## src/rtl/core/mpm_pkg.sv

```systemverilog
// Shared widths, register codes, reset values and unit interface structs
// for the 2x2 modular matrix power block. No dependencies.
package mpm_pkg;

   localparam int ENTRY_W          = 31;
   localparam int EXPONENT_W       = 63;
   localparam int EXP_BITS_DEFAULT = 63;
   localparam int REQ_DATA_W       = 64;
   localparam int RSP_DATA_W       = 128;
   localparam int RSP_PAD_W        = RSP_DATA_W - 4 * ENTRY_W;
   localparam int CSR_DATA_W       = 32;
   localparam int CSR_ADDR_W       = 5;
   localparam int REG_IDX_W        = 3;

   // Barrett datapath widths
   localparam int K_W    = 5;                 // bit length of modulus, up to 31
   localparam int MU_W   = ENTRY_W + 2;       // floor(2^2k / m) can reach 2^32
   localparam int PROD_W = 2 * MU_W;
   localparam int X_W    = 2 * ENTRY_W;       // a*b + c stays below 2^62
   localparam int R_W    = ENTRY_W + 2;       // residue before correction, < 3m

   // Serial divider
   localparam int DIV_NUM_W = 2 * ENTRY_W + 1; // holds 2^62
   localparam int DIV_CNT_W = $clog2(DIV_NUM_W);

   // Register indexes
   localparam logic [REG_IDX_W-1:0] REG_ENTRY_00 = 3'd0;
   localparam logic [REG_IDX_W-1:0] REG_ENTRY_01 = 3'd1;
   localparam logic [REG_IDX_W-1:0] REG_ENTRY_10 = 3'd2;
   localparam logic [REG_IDX_W-1:0] REG_ENTRY_11 = 3'd3;
   localparam logic [REG_IDX_W-1:0] REG_MODULUS  = 3'd4;

   localparam logic [ENTRY_W-1:0] ENTRY_00_RESET = 31'd19;
   localparam logic [ENTRY_W-1:0] ENTRY_01_RESET = 31'd6;
   localparam logic [ENTRY_W-1:0] ENTRY_10_RESET = 31'd7;
   localparam logic [ENTRY_W-1:0] ENTRY_11_RESET = 31'd20;
   localparam logic [ENTRY_W-1:0] MODULUS_RESET  = 31'd1000000007;

   typedef struct packed {
      logic               start;
      logic [ENTRY_W-1:0] a;
      logic [ENTRY_W-1:0] b;
      logic [ENTRY_W-1:0] c;
   } mm_req_type;

   typedef struct packed {
      logic [ENTRY_W-1:0] m;
      logic [MU_W-1:0]    mu;
      logic [K_W-1:0]     k;
   } mm_cfg_type;

   typedef struct packed {
      logic               done;
      logic [ENTRY_W-1:0] res;
   } mm_rsp_type;

   typedef struct packed {
      logic                 start;
      logic [DIV_NUM_W-1:0] num;
      logic [ENTRY_W-1:0]   den;
   } div_req_type;

   typedef struct packed {
      logic                 done;
      logic [DIV_NUM_W-1:0] quo;
      logic [ENTRY_W-1:0]   rem;
   } div_rsp_type;

endpackage

```

## src/rtl/core/mpm_div.sv

```systemverilog
// Restoring divider, one quotient bit per cycle, for reciprocal and base
// entry reduction. Depends on mpm_pkg.
module mpm_div (
   input  logic                 clock,
   input  logic                 reset,
   input  mpm_pkg::div_req_type req,
   output mpm_pkg::div_rsp_type rsp
);

   typedef enum logic [1:0] {
      D_IDLE,
      D_RUN,
      D_DONE
   } div_state_type;

   div_state_type                    state_ff, state_in;
   logic [mpm_pkg::DIV_CNT_W-1:0]    cnt_ff, cnt_in;
   logic [mpm_pkg::DIV_NUM_W-1:0]    num_ff, num_in;
   logic [mpm_pkg::DIV_NUM_W-1:0]    quo_ff, quo_in;
   logic [mpm_pkg::ENTRY_W-1:0]      rem_ff, rem_in;
   logic [mpm_pkg::ENTRY_W-1:0]      den_ff, den_in;

   logic [mpm_pkg::ENTRY_W:0]        rem_try;
   logic [mpm_pkg::ENTRY_W:0]        rem_diff;
   logic                             fits;

   assign rem_try  = {rem_ff, num_ff[mpm_pkg::DIV_NUM_W-1]};
   assign rem_diff = rem_try - {1'b0, den_ff};
   assign fits     = rem_try >= {1'b0, den_ff};

   always_comb begin
      state_in = state_ff;
      cnt_in   = cnt_ff;
      num_in   = num_ff;
      quo_in   = quo_ff;
      rem_in   = rem_ff;
      den_in   = den_ff;
      unique case (state_ff)
         D_IDLE: begin
            if (req.start) begin
               num_in   = req.num;
               den_in   = req.den;
               rem_in   = '0;
               quo_in   = '0;
               cnt_in   = mpm_pkg::DIV_CNT_W'(mpm_pkg::DIV_NUM_W - 1);
               state_in = D_RUN;
            end
         end
         D_RUN: begin
            num_in = num_ff << 1;
            quo_in = {quo_ff[mpm_pkg::DIV_NUM_W-2:0], fits};
            rem_in = fits ? rem_diff[mpm_pkg::ENTRY_W-1:0] : rem_try[mpm_pkg::ENTRY_W-1:0];
            if (cnt_ff == '0) begin
               state_in = D_DONE;
            end else begin
               cnt_in = cnt_ff - 1'b1;
            end
         end
         D_DONE: begin
            state_in = D_IDLE;
         end
         default: begin
            state_in = D_IDLE;
         end
      endcase
   end

   always_ff @(posedge clock) begin
      if (reset) begin
         state_ff <= D_IDLE;
      end else begin
         state_ff <= state_in;
      end
      cnt_ff <= cnt_in;
      num_ff <= num_in;
      quo_ff <= quo_in;
      rem_ff <= rem_in;
      den_ff <= den_in;
   end

   assign rsp.done = (state_ff == D_DONE);
   assign rsp.quo  = quo_ff;
   assign rsp.rem  = rem_ff;

endmodule

```

## config.mk

```make
export PLATFORM = sky130hd
export DESIGN_NAME = mpm_div
export DESIGN_NICKNAME = d
export VERILOG_FILES = /design/src/rtl/core/mpm_pkg.sv /design/src/rtl/core/mpm_div.sv
export SDC_FILE = /design/constraint.sdc
export NUM_CORES = 1
export LEC_CHECK = 0
export ABC_AREA = 0
export ABC_CLOCK_PERIOD_IN_PS = 24200
export BUFFER_PORTS_ARGS = -buffer_cell sky130_fd_sc_hd__buf_2
export CELL_PAD_IN_SITES_DETAIL_PLACEMENT = 1
export CELL_PAD_IN_SITES_GLOBAL_PLACEMENT = 1
export CORE_ASPECT_RATIO = 1.25
export CORE_MARGIN = 2
export CORE_UTILIZATION = 47
export CTS_CLUSTER_SIZE = 30
export DETAILED_ROUTE_END_ITERATION = 7
export GPL_TIMING_DRIVEN = 0
export PLACE_DENSITY_LB_ADDON = 0.1
export SYNTH_ARGS = -nofsm -noshare
export SYNTH_HDL_FRONTEND = slang
export SYNTH_SLANG_ARGS = --single-unit
```

## constraint.sdc

```tcl
create_clock -name clock -period 24.2 [get_ports clock]
set_clock_uncertainty 0.1 [all_clocks]
set_input_delay 1.21 -clock clock [delete_from_list [all_inputs] [get_ports clock]]
set_output_delay 1.21 -clock clock [all_outputs]
set_load 0.02 [all_outputs]
```

; Word level (Yosys, flattened, before mapping)
; Cells that the tools add are included.
[word_totals]
register_bits = 196
elab_cells = 34
[op_classes]
n_eq_ne = 5
muxes = 13
n_reduce_logical = 7
n_addsub = 2
n_lt_le_gt_ge = 1
[ops]
columns = cell, count
row1 = $pmux 63 s2, 2
row2 = $mux 63, 2
row3 = $mux 31, 2
row4 = $pmux 31 s2, 1
row5 = $ge 32x31->1, 1
row6 = $sub 31x31->31, 1
row7 = $mux 6, 2
row8 = $pmux 6 s2, 1
row9 = $logic_not 6->1, 1
row10 = $ne 2x2->1 const B, 3
row11 = $reduce_and 2->1, 3
row12 = $sub 6x1->6 const B, 1
row13 = $mux 2, 2
row14 = $pmux 2 s2, 1
row15 = $reduce_and 3->1, 1
row16 = $eq 2x1->1 const B, 1
row17 = $eq 2x2->1 const B, 1
row18 = $logic_not 2->1, 1
row19 = $reduce_bool 2->1, 1

; Depth between registers and ports, before layout
[logic_depth]
depth_word = 3
depth_mapped = 12

; Worst setup path before layout
; OpenSTA, ideal clock, no wires.
[synth_path]
path_type = input-to-reg
from = input port req[94] in the netlist's numbering
to = register num_ff[0] in the netlist's numbering (enable)
path_slack_ns = 15.612
arrival_ns = 7.810
setup_ns = 0.678
path_buffers = 0
cell_stages = 2
path_cell_list = nor2_1 > nor2_1
[synth_between]
elab_chain_cells = 2
[synth_rtl]
columns = element, line
row1 = "start, declared", mpm_div.sv:6  ; input mpm_pkg::div_req_type req,
row2 = $ne 2x2->1 (no line), n/a
row3 = $reduce_and 2->1 (no line), n/a
row4 = "end signal, assigned", mpm_div.sv:75  ; num_ff <= num_in;
row5 = "end, declared", mpm_div.sv:18  ; logic [mpm_pkg::DIV_NUM_W-1:0] num_ff, num_in;
; Every way passes these cells.
; A chain may end at the register's enable or synchronous reset.

; Worst setup path in the final report
[layout_path]
from = register num_ff[62] in the netlist's numbering
to = register rem_ff[9] in the netlist's numbering, data pin
[layout_between]
elab_chain_cells = 3
[layout_rtl]
columns = element, line
row1 = $sub 31x31->31 / $ge 32x31->1 (equally long branches), "mpm_div.sv:28, mpm_div.sv:29"
row2 = $mux 31 *, mpm_div.sv:52  ; rem_in = fits ? rem_diff[mpm_pkg::ENTRY_W-1:0] : rem_try[mpm_pkg::ENTRY_W-1:0];
row3 = $pmux 31 s2 *, mpm_div.sv:38  ; unique case (state_ff)
row4 = "end signal, assigned", mpm_div.sv:77  ; rem_ff <= rem_in;
row5 = "end, declared", mpm_div.sv:20  ; logic [mpm_pkg::ENTRY_W-1:0] rem_ff, rem_in;
; Mark *: on every way between the ends. The rest lies on a longest branch, timed or not.

==> results.py <==
metrics = {
    "power_and_ir_drop": {
        "p_switching_mw": 0.2942,
        "seq_power_share_pct": 46.7,
        "ir_drop_uv": 54.70,
        "power_frac_clock_pct": 30.5,
        "p_comb_share_pct": 22.8,
        "swShare_pct": 31.81,
        "internal_power_mw": 0.6307,
        "cellPowerDensity_mw_per_mm2": 79.65,
        "total_leakage_power_nw": 5.098,
        "power_mw": 0.9250,
    },
    "clock_tree": {
        "insertion_delay_ps": 450,
        "clk_path_buf_depth": 2,
        "clockRootBuffer": "clkbuf_16",
        "clkSinkCount": 196,
        "hold_buffers": 0,
        "cts.clk_slew.worst_paths_ps": 80,
        "htreeDepth": 4,
        "cts_resized": 0,
        "tritoncts": "yes",
        "cts_buffers": 17,
        "cts_setup_buffers": 0,
    },
    "critical_path": {
        "cp.required_ps": 24360,
        "worstPathCellList": "inv_1 > ha_1 > fa_1 > nand2b_1 > a21o_1 > a2111oi_0 > or2_1 > o21ai_2 > a31oi_4 > o21ai_1 > o22ai_1",
        "crit_start": "num_ff[62]$_DFFE_PP_",
        "crit_slowest_cell": "fa_1",
        "crit_type": "flip-flop to flip-flop",
        "critPathMaxFanout": 10,
        "worstPathArrival_ps": 3890,
        "endpoint_kind": "flip-flop",
        "timing.rr.start": "num_ff[62]$_DFFE_PP_",
        "startpoint_type": "flip-flop",
        "cpPeakStageDelay_ps": 430,
    },
    "die": {
        "ios": 192,
        "rows": 58,
        "die-width_um": 131.4,
        "core-area_mm2": 0.02003,
        "dieArea_mm2": 0.02144,
        "start_util_pct": 47.59,
        "fp.dieH_um": 163.2,
    },
    "logic_synthesis": {
        "yosys.cell_types.count": 50,
        "avgSynthCellArea_um2": 11.02,
        "synth.yosys.seq_area_share_pct": 61.54,
        "syn-num-nets": 995,
        "ys.flop_type": "edfxtp_1",
        "synth-edff-count": 194,
        "synthesis.area_mm2": 0.009532,
        "netlist_instances": 865,
        "async_flop_share_pct": 0,
        "yosys_warnings": 0,
        "synth-seq-cells": 196,
    },
    "finish": {
        "syn_to_final_growth_pct": 21.84,
        "fin_util_pct": 57.98,
        "fin_nets": 1214,
        "num-fill-cells": 2269,
        "drive_gt1_share_pct": 22.17,
        "fin_area_mm2": 0.01161,
    },
    "global_route": {
        "busiest_layer": "met2",
        "grt_max_degree": 36,
        "first_global_vias": 7798,
        "antenna_found_initial": 5,
        "track_usage_pct": 23.87,
        "grt_pass1_wl_um": 40150,
        "gr-usage-met3_pct": 6.828,
        "grt_overflow": 0,
        "met2_usage_pct": 44.21,
        "use_met1_pct": 25.76,
    },
    "routing": {
        "ant_nets": 0,
        "vias": 7202,
        "dr.pass1.iters": 5,
        "wl_um": 25080,
        "avgRoutedWirePerCell_um": 18.34,
        "drt_iter0_markers": 296,
        "drc": 0,
        "vias_per_cell": 5.265,
    },
    "timing": {
        "setup_violations": 0,
        "slew_headroom_pct": 36.13,
        "post-route-period-util_pct": 15.39,
        "fin_crit_ps": 3725,
        "tightest_slew_ps": 951.6,
        "hold_violations": 0,
        "finalWorstSetupSlack_ps": 20470,
        "drv_slew": 0,
        "rsz0062_at_grt": "false",
        "final.setup.tns_ps": 0,
        "fmax_mhz": 268.4,
    },
    "place": {
        "portBuffers": 191,
        "place_area_mm2": 0.01102,
        "post-place-ws_ps": 20770,
        "dp_hpwl_um": 18740,
        "place_congestion": 0.8562,
    },
    "min_path": {
        "worstHoldStart": "num_ff[54]$_DFFE_PP_",
        "hold_class": "flip-flop to flip-flop",
    },
    "outcome": {
        "status": "finished clean",
    },
    "flow_run": {
        "cap_violations": 0,
    },
}
-- worst max-delay path: cells and delay by family (launching register included) --
family	cells	cell delay, ps
AO/OA/AOI/OAI	6	1930
adder cells (fa/ha/maj)	2	640
buffers and inverters	1	60
flip-flops	1	370
AND/OR/NAND/NOR	2	450
-- Yosys cell counts (all sizes together), types with 5 or more instances --
| cell | number | area share (%) |
|---|---|---|
| o21ai | 40 | 2.1 |
| nor2 | 22 | 0.87 |
| buf | 7 | 0.46 |
| nand3 | 28 | 1.5 |
| nand2 | 212 | 8.3 |
| o21a | 5 | 0.39 |
| inv | 36 | 1.4 |
| clkbuf | 35 | 1.4 |
| and2 | 65 | 4.3 |
| nand4 | 9 | 0.59 |
| a21oi | 53 | 2.8 |
| ha | 32 | 4.2 |
| o211ai | 5 | 0.39 |
| xnor2 | 20 | 1.8 |
| nand2b | 7 | 0.46 |
| nor2b | 10 | 0.66 |
| edfxtp | 194 | 61 |
| nor3 | 8 | 0.47 |
| xor2 | 11 | 1.0 |
| a21o | 19 | 1.5 |
| a211oi | 7 | 0.60 |
-- sequential cells by signal, indices dropped and copies added (netlist names) --
register and flops:
num_ff 63, state_ff 2, den_ff 31, quo_ff 63, cnt_ff 6, rem_ff 31
-- cells in the final DEF (no fill, tap or decap), types with 21 or more instances in the layout --
cell,n
ha_1,32
clkbuf_1,35
nor2_1,21
inv_1,36
nand2_1,212
and2_1,65
a21oi_1,53
buf_2,193
nand3_1,28
edfxtp_1,194
-- path summary, 6_finish.rpt --
check	endpoint	slack, ps	cells past startpoint
setup / recovery	rem_ff[9]$_SDFFCE_PN0P_	20470	11
setup reg to reg	rem_ff[9]$_SDFFCE_PN0P_	20470	11
hold reg to reg	num_ff[55]$_DFFE_PP_	420	2
hold / removal	num_ff[55]$_DFFE_PP_	420	2
-- logic make-up (layout without fill, tap and decap cells) --
logic type / count (synthesis) / count (layout) / synth area share, %
simple gates: 375 / 375 / 18.10
flops: 196 / 196 / 61.54
compound gates: 152 / 152 / 9.845
buf+inv: 78 / 309 / 3.255
fa+ha+maj: 33 / 33 / 4.411
xor+xnor: 31 / 31 / 2.849
other cells: 0 / 2 / 0
-- power by group through the flow --
stage,Clock [mW],Combinational [mW],Sequential (mW)
after floorplan,0,0.119,0.461
after global placement,0,0.198,0.445
after detailed placement,0,0.210,0.440
after CTS,0.287,0.212,0.433
after global routing,0.299,0.233,0.437
final,0.282,0.211,0.432
-- layout make-up --
| cell class | count | area [um2] | area share [%] |
|---|---|---|---|
| Multi-Input combinational cell | 591 | 3368 | 29.00 |
| Clock buffer | 17 | 425.4 | 3.663 |
| Clock inverter | 14 | 161.4 | 1.390 |
| Antenna cell | 2 | 5.005 | 0.04309 |
| Tap cell | 270 | 337.8 | 2.909 |
| Inverter | 36 | 135.1 | 1.164 |
| Sequential cell | 196 | 5866 | 50.51 |
| Buffer | 42 | 175.2 | 1.508 |
| Timing Repair Buffer | 200 | 1140 | 9.815 |
-- routing by layer --
| layer | vias to the layer above | routed length, um |
|---|---|---|
| li1 | 3480 | - |
| met1 | 3465 | 9583 |
| met2 | 188 | 13160 |
| met3 | 63 | 1544 |
| met4 | 6 | 759 |
| met5 | - | 34 |
-- per-stage QoR --
step | instances | hold WS [ps]
5_1_grt | 1366 | 437.1
3_3_place_gp | 1326 | 390.6
2_1_floorplan | 865 | 383.6
4_1_cts | 1366 | 420.8
6_report | 1368 | 416.2
3_5_place_dp | 1335 | 399.4
Note: power is estimated with default switching activity, not from simulation.
