==> src/rtl/core/mpm_pkg.sv <==
// Shared widths, register codes, reset values and unit interface structs
// for the 2x2 modular matrix power block. No dependencies.
package mpm_pkg;

   localparam int ENTRY_W          = 31;
   localparam int EXPONENT_W       = 63;
   localparam int EXP_BITS_DEFAULT = 63;
   localparam int REQ_DATA_W       = 64;
   localparam int RSP_DATA_W       = 128;
   localparam int RSP_PAD_W        = RSP_DATA_W - 4 * ENTRY_W;
   localparam int CSR_DATA_W       = 32;
   localparam int CSR_ADDR_W       = 5;
   localparam int REG_IDX_W        = 3;

   // Barrett datapath widths
   localparam int K_W    = 5;                 // bit length of modulus, up to 31
   localparam int MU_W   = ENTRY_W + 2;       // floor(2^2k / m) can reach 2^32
   localparam int PROD_W = 2 * MU_W;
   localparam int X_W    = 2 * ENTRY_W;       // a*b + c stays below 2^62
   localparam int R_W    = ENTRY_W + 2;       // residue before correction, < 3m

   // Serial divider
   localparam int DIV_NUM_W = 2 * ENTRY_W + 1; // holds 2^62
   localparam int DIV_CNT_W = $clog2(DIV_NUM_W);

   // Register indexes
   localparam logic [REG_IDX_W-1:0] REG_ENTRY_00 = 3'd0;
   localparam logic [REG_IDX_W-1:0] REG_ENTRY_01 = 3'd1;
   localparam logic [REG_IDX_W-1:0] REG_ENTRY_10 = 3'd2;
   localparam logic [REG_IDX_W-1:0] REG_ENTRY_11 = 3'd3;
   localparam logic [REG_IDX_W-1:0] REG_MODULUS  = 3'd4;

   localparam logic [ENTRY_W-1:0] ENTRY_00_RESET = 31'd19;
   localparam logic [ENTRY_W-1:0] ENTRY_01_RESET = 31'd6;
   localparam logic [ENTRY_W-1:0] ENTRY_10_RESET = 31'd7;
   localparam logic [ENTRY_W-1:0] ENTRY_11_RESET = 31'd20;
   localparam logic [ENTRY_W-1:0] MODULUS_RESET  = 31'd1000000007;

   typedef struct packed {
      logic               start;
      logic [ENTRY_W-1:0] a;
      logic [ENTRY_W-1:0] b;
      logic [ENTRY_W-1:0] c;
   } mm_req_type;

   typedef struct packed {
      logic [ENTRY_W-1:0] m;
      logic [MU_W-1:0]    mu;
      logic [K_W-1:0]     k;
   } mm_cfg_type;

   typedef struct packed {
      logic               done;
      logic [ENTRY_W-1:0] res;
   } mm_rsp_type;

   typedef struct packed {
      logic                 start;
      logic [DIV_NUM_W-1:0] num;
      logic [ENTRY_W-1:0]   den;
   } div_req_type;

   typedef struct packed {
      logic                 done;
      logic [DIV_NUM_W-1:0] quo;
      logic [ENTRY_W-1:0]   rem;
   } div_rsp_type;

endpackage

==> src/rtl/core/mpm_modmul.sv <==
// Modular multiply-accumulate (a*b + c) mod m by Barrett reduction on one
// shared 33x33 multiplier, one request at a time. Depends on mpm_pkg.
module mpm_modmul (
   input  logic                clock,
   input  logic                reset,
   input  mpm_pkg::mm_cfg_type cfg,
   input  mpm_pkg::mm_req_type req,
   output mpm_pkg::mm_rsp_type rsp
);

   typedef enum logic [3:0] {
      M_IDLE,
      M_MUL1,
      M_ADD,
      M_MUL2,
      M_SHQ,
      M_MUL3,
      M_SUB,
      M_FIX1,
      M_FIX2,
      M_DONE
   } mm_state_type;

   mm_state_type                   state_ff, state_in;
   logic [mpm_pkg::ENTRY_W-1:0]    a_ff, a_in;
   logic [mpm_pkg::ENTRY_W-1:0]    b_ff, b_in;
   logic [mpm_pkg::ENTRY_W-1:0]    c_ff, c_in;
   logic [mpm_pkg::PROD_W-1:0]     prod_ff, prod_in;
   logic [mpm_pkg::X_W-1:0]        x_ff, x_in;
   logic [mpm_pkg::ENTRY_W-1:0]    q_ff, q_in;
   logic [mpm_pkg::R_W-1:0]        r_ff, r_in;

   logic [mpm_pkg::MU_W-1:0]       mul_a;
   logic [mpm_pkg::MU_W-1:0]       mul_b;
   logic [mpm_pkg::PROD_W-1:0]     mul_p;
   logic [mpm_pkg::K_W-1:0]        sh_lo;
   logic [mpm_pkg::K_W:0]          sh_hi;
   logic [mpm_pkg::X_W-1:0]        x_shift;
   logic [mpm_pkg::PROD_W-1:0]     q_shift;
   logic [mpm_pkg::R_W-1:0]        m_ext;

   assign sh_lo   = cfg.k - 1'b1;
   assign sh_hi   = {1'b0, cfg.k} + 1'b1;
   assign x_shift = x_ff >> sh_lo;
   assign q_shift = prod_ff >> sh_hi;
   assign m_ext   = mpm_pkg::R_W'(cfg.m);

   // Shared multiplier operand select
   always_comb begin
      mul_a = '0;
      mul_b = '0;
      case (state_ff)
         M_MUL1: begin
            mul_a = mpm_pkg::MU_W'(a_ff);
            mul_b = mpm_pkg::MU_W'(b_ff);
         end
         M_MUL2: begin
            mul_a = x_shift[mpm_pkg::MU_W-1:0];
            mul_b = cfg.mu;
         end
         M_MUL3: begin
            mul_a = mpm_pkg::MU_W'(q_ff);
            mul_b = mpm_pkg::MU_W'(cfg.m);
         end
         default: begin
            mul_a = '0;
            mul_b = '0;
         end
      endcase
   end

   assign mul_p = mpm_pkg::PROD_W'(mul_a) * mpm_pkg::PROD_W'(mul_b);

   always_comb begin
      state_in = state_ff;
      a_in     = a_ff;
      b_in     = b_ff;
      c_in     = c_ff;
      prod_in  = prod_ff;
      x_in     = x_ff;
      q_in     = q_ff;
      r_in     = r_ff;
      unique case (state_ff)
         M_IDLE: begin
            if (req.start) begin
               a_in     = req.a;
               b_in     = req.b;
               c_in     = req.c;
               state_in = M_MUL1;
            end
         end
         M_MUL1: begin
            prod_in  = mul_p;
            state_in = M_ADD;
         end
         M_ADD: begin
            x_in     = prod_ff[mpm_pkg::X_W-1:0] + mpm_pkg::X_W'(c_ff);
            state_in = M_MUL2;
         end
         M_MUL2: begin
            prod_in  = mul_p;
            state_in = M_SHQ;
         end
         M_SHQ: begin
            q_in     = q_shift[mpm_pkg::ENTRY_W-1:0];
            state_in = M_MUL3;
         end
         M_MUL3: begin
            prod_in  = mul_p;
            state_in = M_SUB;
         end
         M_SUB: begin
            // residue is below 3m, so the low bits are exact
            r_in     = x_ff[mpm_pkg::R_W-1:0] - prod_ff[mpm_pkg::R_W-1:0];
            state_in = M_FIX1;
         end
         M_FIX1: begin
            if (r_ff >= m_ext) begin
               r_in = r_ff - m_ext;
            end
            state_in = M_FIX2;
         end
         M_FIX2: begin
            if (r_ff >= m_ext) begin
               r_in = r_ff - m_ext;
            end
            state_in = M_DONE;
         end
         M_DONE: begin
            state_in = M_IDLE;
         end
         default: begin
            state_in = M_IDLE;
         end
      endcase
   end

   always_ff @(posedge clock) begin
      if (reset) begin
         state_ff <= M_IDLE;
      end else begin
         state_ff <= state_in;
      end
      a_ff    <= a_in;
      b_ff    <= b_in;
      c_ff    <= c_in;
      prod_ff <= prod_in;
      x_ff    <= x_in;
      q_ff    <= q_in;
      r_ff    <= r_in;
   end

   assign rsp.done = (state_ff == M_DONE);
   assign rsp.res  = r_ff[mpm_pkg::ENTRY_W-1:0];

endmodule

==> config.mk <==
export PLATFORM = sky130hd
export DESIGN_NAME = mpm_modmul
export DESIGN_NICKNAME = d
export VERILOG_FILES = /design/src/rtl/core/mpm_pkg.sv /design/src/rtl/core/mpm_modmul.sv
export SDC_FILE = /design/constraint.sdc
export NUM_CORES = 2
export LEC_CHECK = 0
export BUFFER_PORTS_ARGS = -buffer_cell sky130_fd_sc_hd__buf_2
export CAP_MARGIN = 20
export CORE_MARGIN = 2
export CORE_UTILIZATION = 40
export CTS_CLUSTER_DIAMETER = 200
export DETAILED_ROUTE_END_ITERATION = 8
export PLACE_DENSITY = 0.56
export SETUP_SLACK_MARGIN = 0.5
export SYNTH_ARGS = -nofsm -noshare
export SYNTH_HDL_FRONTEND = slang
export SYNTH_SLANG_ARGS = --single-unit
==> constraint.sdc <==
create_clock -name clock -period 21.9 [get_ports clock]
set_input_delay 4.38 -clock clock [delete_from_list [all_inputs] [get_ports clock]]
set_output_delay 4.38 -clock clock [all_outputs]
set_load 0.005 [all_outputs]
After elaboration in Yosys (flattened, before gate mapping)
Cells that the tools add are included.
{"block": "word_totals", "regBits": 289, "inputBits": 165, "output_inout_bits": 32, "word_cells": 40}
{"block": "op_classes", "addsub": 5, "mul": 1, "order_cmp": 1, "eq_ne": 11, "shift": 2, "muxes": 6, "n_reduce_logical": 6}
{"op": "case mux 33 bit (3 select lines)", "count": 2}
{"op": "multiplier 33 x 33 -> 66 bit", "count": 1}
{"op": "case mux 33 bit (2 select lines)", "count": 1}
{"op": ">> shifter 66 x 6 -> 31 bit", "count": 1}
{"op": "adder 62 x 31 -> 62 bit", "count": 1}
{"op": ">> shifter 62 x 5 -> 33 bit", "count": 1}
{"op": "case mux 4 bit (9 select lines)", "count": 1}
{"op": "greater-or-equal comparator 33 x 31 -> 1 bit", "count": 1}
{"op": "two-way mux 33 bit", "count": 1}
{"op": "subtractor 33 x 31 -> 33 bit", "count": 1}
{"op": "subtractor 33 bit", "count": 1}
{"op": "== test 4 x 3 -> 1 bit, second input constant", "count": 4}
{"op": "== test 4 x 2 -> 1 bit, second input constant", "count": 2}
{"op": "== test 4 bit, second input constant", "count": 2}
{"op": "adder 5 x 1 -> 6 bit, second input constant", "count": 1}
{"op": "subtractor 5 x 1 -> 5 bit, second input constant", "count": 1}
{"op": "== test 4 x 1 -> 1 bit, second input constant", "count": 1}
{"op": "logical NOT 4 bit", "count": 1}
{"op": "two-way mux 4 bit", "count": 1}
{"op": "AND reduction 2 bit", "count": 2}
{"op": "OR reduction 3 bit", "count": 1}
{"op": "!= test 2 x 1 -> 1 bit, second input constant", "count": 1}
{"op": "!= test 2 bit, second input constant", "count": 1}
{"op": "nonzero test 2 bit", "count": 1}
{"op": "OR reduction 2 bit", "count": 1}

Longest topological paths before layout
{"block": "logic_depth", "word_depth": 4, "mapped_depth": 47}

Worst setup path before layout
OpenSTA, ideal clock, no wires.
{"block": "synth_path", "kind": "input -> register", "from": "input port cfg[1] in the netlist's numbering", "to": "register prod_ff[61] in the netlist's numbering, data pin", "arrival_ns": 14.358, "t_required_ns": 21.631, "path_slack_ns": 7.273, "path_stages": 39, "n_path_buf": 8, "cell_sequence": "buf_2 > buf_1 > buf_2 > inv_1 > ha_1 > buf_4 > buf_6 > buf_4 > mux4_2 > mux2i_1 > nand2_1 > o211ai_1 > a21oi_1 > a221oi_2 > buf_4 > nor2_1 > fa_1 > inv_1 > [... 3 more ...] > fa_1 > inv_1 > fa_1 > fa_1 > inv_1 > fa_1 > inv_1 > ha_1 > clkbuf_1 > nand4_1 > nor4_1 > o21ai_0 > o221ai_1 > o211ai_1 > o21ai_1 > a21oi_1 > o31ai_1 > xor2_1"}
{"block": "synth_via", "elab_chain_len": 4}
{"element": "from (decl)", "line": "mpm_modmul.sv:6", "rtl": "input mpm_pkg::mm_cfg_type cfg,"}
{"element": "subtractor 5 x 1 -> 5 bit", "line": "mpm_modmul.sv:42", "rtl": "assign sh_lo = cfg.k - 1'b1;"}
{"element": ">> shifter 62 x 5 -> 33 bit", "line": "mpm_modmul.sv:44", "rtl": "assign x_shift = x_ff >> sh_lo;"}
{"element": "case mux 33 bit (3 select lines)", "line": "mpm_modmul.sv:52", "rtl": "case (state_ff)"}
{"element": "multiplier 33 x 33 -> 66 bit", "line": "mpm_modmul.sv:72", "rtl": "assign mul_p = mpm_pkg::PROD_W'(mul_a) * mpm_pkg::PROD_W'(mul_b);"}
{"element": "named net mul_p (one bit)", "line": "mpm_modmul.sv:35", "rtl": "logic [mpm_pkg::PROD_W-1:0] mul_p;"}
{"element": "to (signal assigned)", "line": "mpm_modmul.sv:147", "rtl": "prod_ff <= prod_in;"}
{"element": "to (decl)", "line": "mpm_modmul.sv:28", "rtl": "logic [mpm_pkg::PROD_W-1:0] prod_ff, prod_in;"}
The timed path passes the listed nets, and every way through them passes these cells.
A chain may end at the register's enable or synchronous reset.

Worst setup path in the final report
{"block": "layout_path", "from": "input port cfg[0] in the netlist's numbering", "to": "register prod_ff[35] in the netlist's numbering, data pin"}
Same word-level chain as after synthesis.

==> impl_metrics.py <==
metrics = {
    "placement": {
        "hpwlAfterDp_um": 166000,
        "io_buffers": 196,
        "place.gp.congestion": 0.972,
    },
    "logic_synthesis": {
        "synth_fa_ha_area_share_pct": 42.3,
        "synth_compound_area_share_pct": 9.16,
        "yosys_warnings": 0,
        "ys_seq_elements": 286,
        "synth_top_family_by_area": "adder cells",
        "synth_mux_area_share_pct": 5.28,
        "syn_area_um2": 55400,
        "synth_edf_count": 282,
        "syn_area_per_cell_um2": 9.00,
        "synth_seq_area_share_pct": 15.4,
        "syn-num-nets": 7614,
        "synth_cells": 6153,
        "synth_ff_type": "edfxtp_1",
        "synthArstFlopShare_pct": 0,
        "synth-simple-area-share_pct": 14.4,
        "synth_xor_area_share_pct": 2.73,
        "ys_types": 90,
    },
    "drt": {
        "first_iter_violations": 4464,
        "antenna_left": 0,
        "drt-vias-per-instance": 5.65,
        "vias": 45000,
        "routed_wl_um": 207000,
        "drc": 0,
        "drt-pass1-iter-count": 6,
        "wire_per_inst_um": 26.0,
    },
    "layout": {
        "layout.cells.most_common_list": "inv_1 (1,137), fa_1 (959), nand2_1 (947)",
        "syn_to_final_growth_pct": 6.68,
        "drive_above_1_share_pct": 8.32,
        "multiInputGateArea_um2": 41000,
        "fillers": 13600,
        "final_common_cell": "inv_1",
        "seq_area_um2": 8550,
        "final_net_count": 7602,
    },
    "clocking": {
        "cts_buffer_depth": 3,
        "clockRootBuffer": "clkbuf_16",
        "cts_tree": "yes",
        "numCtsBuffers": 36,
        "clkLatencyLatePin_ns": 0.60,
        "cts_hold_buf": 0,
        "cts_resized": 0,
        "cts_sinks": 286,
        "clkSlewWorstSetupHoldPaths_ns": 0.06,
        "htree_levels": 2,
        "cts_setup_buffers": 0,
    },
    "pwr": {
        "swShare_pct": 48.9,
        "combPwrFrac_pct": 55.8,
        "p_int_uw": 1650,
        "worst_ir_drop_vdd_v": 0.0000529,
        "leakage_uw": 0.0273,
        "pwr-share-clk_pct": 18.7,
        "p_per_area_nw_per_um2": 54.7,
        "power.total_uw": 3230,
        "seqPwrFrac_pct": 25.5,
        "switching_power_uw": 1580,
    },
    "run_status": {
        "outcome": "finished clean",
    },
    "sta": {
        "fmax_ghz": 0.0612,
        "max-slew-margin-rel_pct": 25.3,
        "hold_viol": 0,
        "setup_viol": 0,
        "tns_ns": 0,
        "fin_crit_sh_pct": 74.6,
        "finClkSkew_ns": 0.0393,
        "rsz0062_at_grt": "false",
        "post-route-min-period_ns": 16.33,
        "drv_slew": 0,
        "worst_slew_pin_slew_ns": 1.12,
    },
    "critical_path": {
        "cpPeakStageDelay_ns": 0.64,
        "cp.required_ns": 22.16,
        "cp-start-kind": "input port",
        "cpMostUsedCell": "fa_1",
        "cp_max_fo": 77,
        "timing_worst_setup_path_type": "in -> reg",
        "cp.arrival_ns": 16.59,
        "crit_path_end_kind": "flop",
        "cp_slowest_cell": "a211oi_1",
    },
    "floorplanning": {
        "core_area_um2": 137000,
        "fp-row-count": 136,
        "die_height_um": 376,
        "ioPinCount": 197,
        "die_x_um": 376,
        "initial_core_util_pct": 40.3,
        "die-area_um2": 142000,
    },
    "flow_run": {
        "cap_viol_max_count": 0,
    },
    "global_routing": {
        "grt_pass1_vias": 45600,
        "antenna_found_initial": 16,
        "grt_overflow": 0,
        "grt_max_degree": 78,
        "grt_pass1_wl_um": 307000,
        "gr-usage-all-layers_pct": 29.5,
    },
    "worst_hold_path": {
        "hp-class": "reg -> reg",
    },
}
[flip-flops by register name, summed over array words and instances, names as in the netlist]
register,count
prod_ff,63
x_ff,62
r_ff,33
a_ff,31
b_ff,31
c_ff,31
q_ff,31
state_ff,4
[path summary, 6_finish.rpt]
path	cells past startpoint	to	from	slack, ns
hold reg to reg	1	x_ff[0]$_DFFE_PP_	c_ff[0]$_DFFE_PP_	0.57
setup reg to reg	31	prod_ff[61]$_DFFE_PN_	state_ff[2]$_SDFFE_PP0P_	10.74
hold / removal	1	x_ff[0]$_DFFE_PP_	c_ff[0]$_DFFE_PP_	0.57
setup / recovery	34	prod_ff[35]$_DFFE_PN_	cfg[0]	5.57
[worst max-delay path: cells and delay by family]
family,cells,cell delay (ns)
buffers and inverters,7,2.23
muxes,2,0.83
AOI/OAI and AO/OA,8,3.06
xor gates and xnor gates,1,0.43
adders and majority gates,10,4.45
and+or+nand+nor,6,1.12
[power by group through the flow]
| stage | registers [uW] | logic (uW) | clock network (uW) |
|---|---|---|---|
| after floorplan | 759 | 1150 | 0 |
| after global placement | 828 | 1760 | 0 |
| after detailed placement | 826 | 1760 | 0 |
| after CTS | 817 | 1780 | 616 |
| after global routing | 823 | 1950 | 638 |
| final | 825 | 1800 | 605 |
[metrics by stage]
step	utilization, %	cells	cell area, um2	worst slack (ns)	hold WS (ns)
2_1_floorplan	-	6153	55400	7.27	0.526
3_3_place_gp	42.2	7896	58000	5.30	0.548
3_5_place_dp	42.2	7897	58000	5.20	0.549
4_1_cts	43.0	7959	59100	5.78	0.563
5_1_grt	43.0	7959	59100	5.26	0.603
6_report	43.0	7961	59100	5.57	0.566
[layer usage]
metal / routed length [um] / track usage (%) / vias up
met5: 35 / 0 / -
met4: 9310 / 10.9 / 6
met3: 21500 / 6.42 / 365
met2: 88600 / 44.0 / 2218
met1: 87600 / 42.1 / 23000
li1: - / - / 19400
[cell type report]
type	count	area share, %
Antenna cell	2	0.00847
Clock buffer	43	1.62
Clock inverter	19	0.305
Inverter	1141	7.25
Multi-Input combinational cell	4367	69.4
Sequential cell	286	14.5
Tap cell	1794	3.80
Timing Repair Buffer	309	3.12
[cells by family (layout without fill, tap and decap cells)]
family	after synthesis	after routing
buffers and inverters	1500	1512
XOR/XNOR	172	172
adder cells (fa/ha/maj)	1296	1296
multiplexers	194	194
AND/OR/NAND/NOR	1927	1927
other	0	2
flip-flops	286	286
AO/OA/AOI/OAI	778	778
[cell usage after synthesis (16+ instances only)]
cell type / number / area (um2)
mux4_2: 71 / 1600
and2_1: 64 / 400
edfxtp_1: 282 / 8470
nand2b_1: 26 / 163
a22oi_1: 62 / 465
nor2b_1: 16 / 100
buf_1: 28 / 105
xnor2_1: 116 / 1020
xor2_1: 55 / 482
nor2_1: 654 / 2450
o21a_1: 39 / 293
a21oi_1: 171 / 856
fa_1: 959 / 19200
mux2i_1: 98 / 981
ha_1: 337 / 4220
buf_2: 85 / 425
clkbuf_1: 201 / 754
o31ai_1: 20 / 150
mux2_2: 20 / 225
nand2_1: 950 / 3570
nor3_1: 30 / 150
a31oi_1: 47 / 294
buf_4: 39 / 293
a211oi_1: 28 / 210
nand3_1: 72 / 360
and3_1: 20 / 125
a21o_1: 90 / 676
o211ai_1: 51 / 383
inv_1: 1137 / 4270
nand4_1: 33 / 206
o21ai_0: 159 / 796
(Power assumes the default switching activity.)
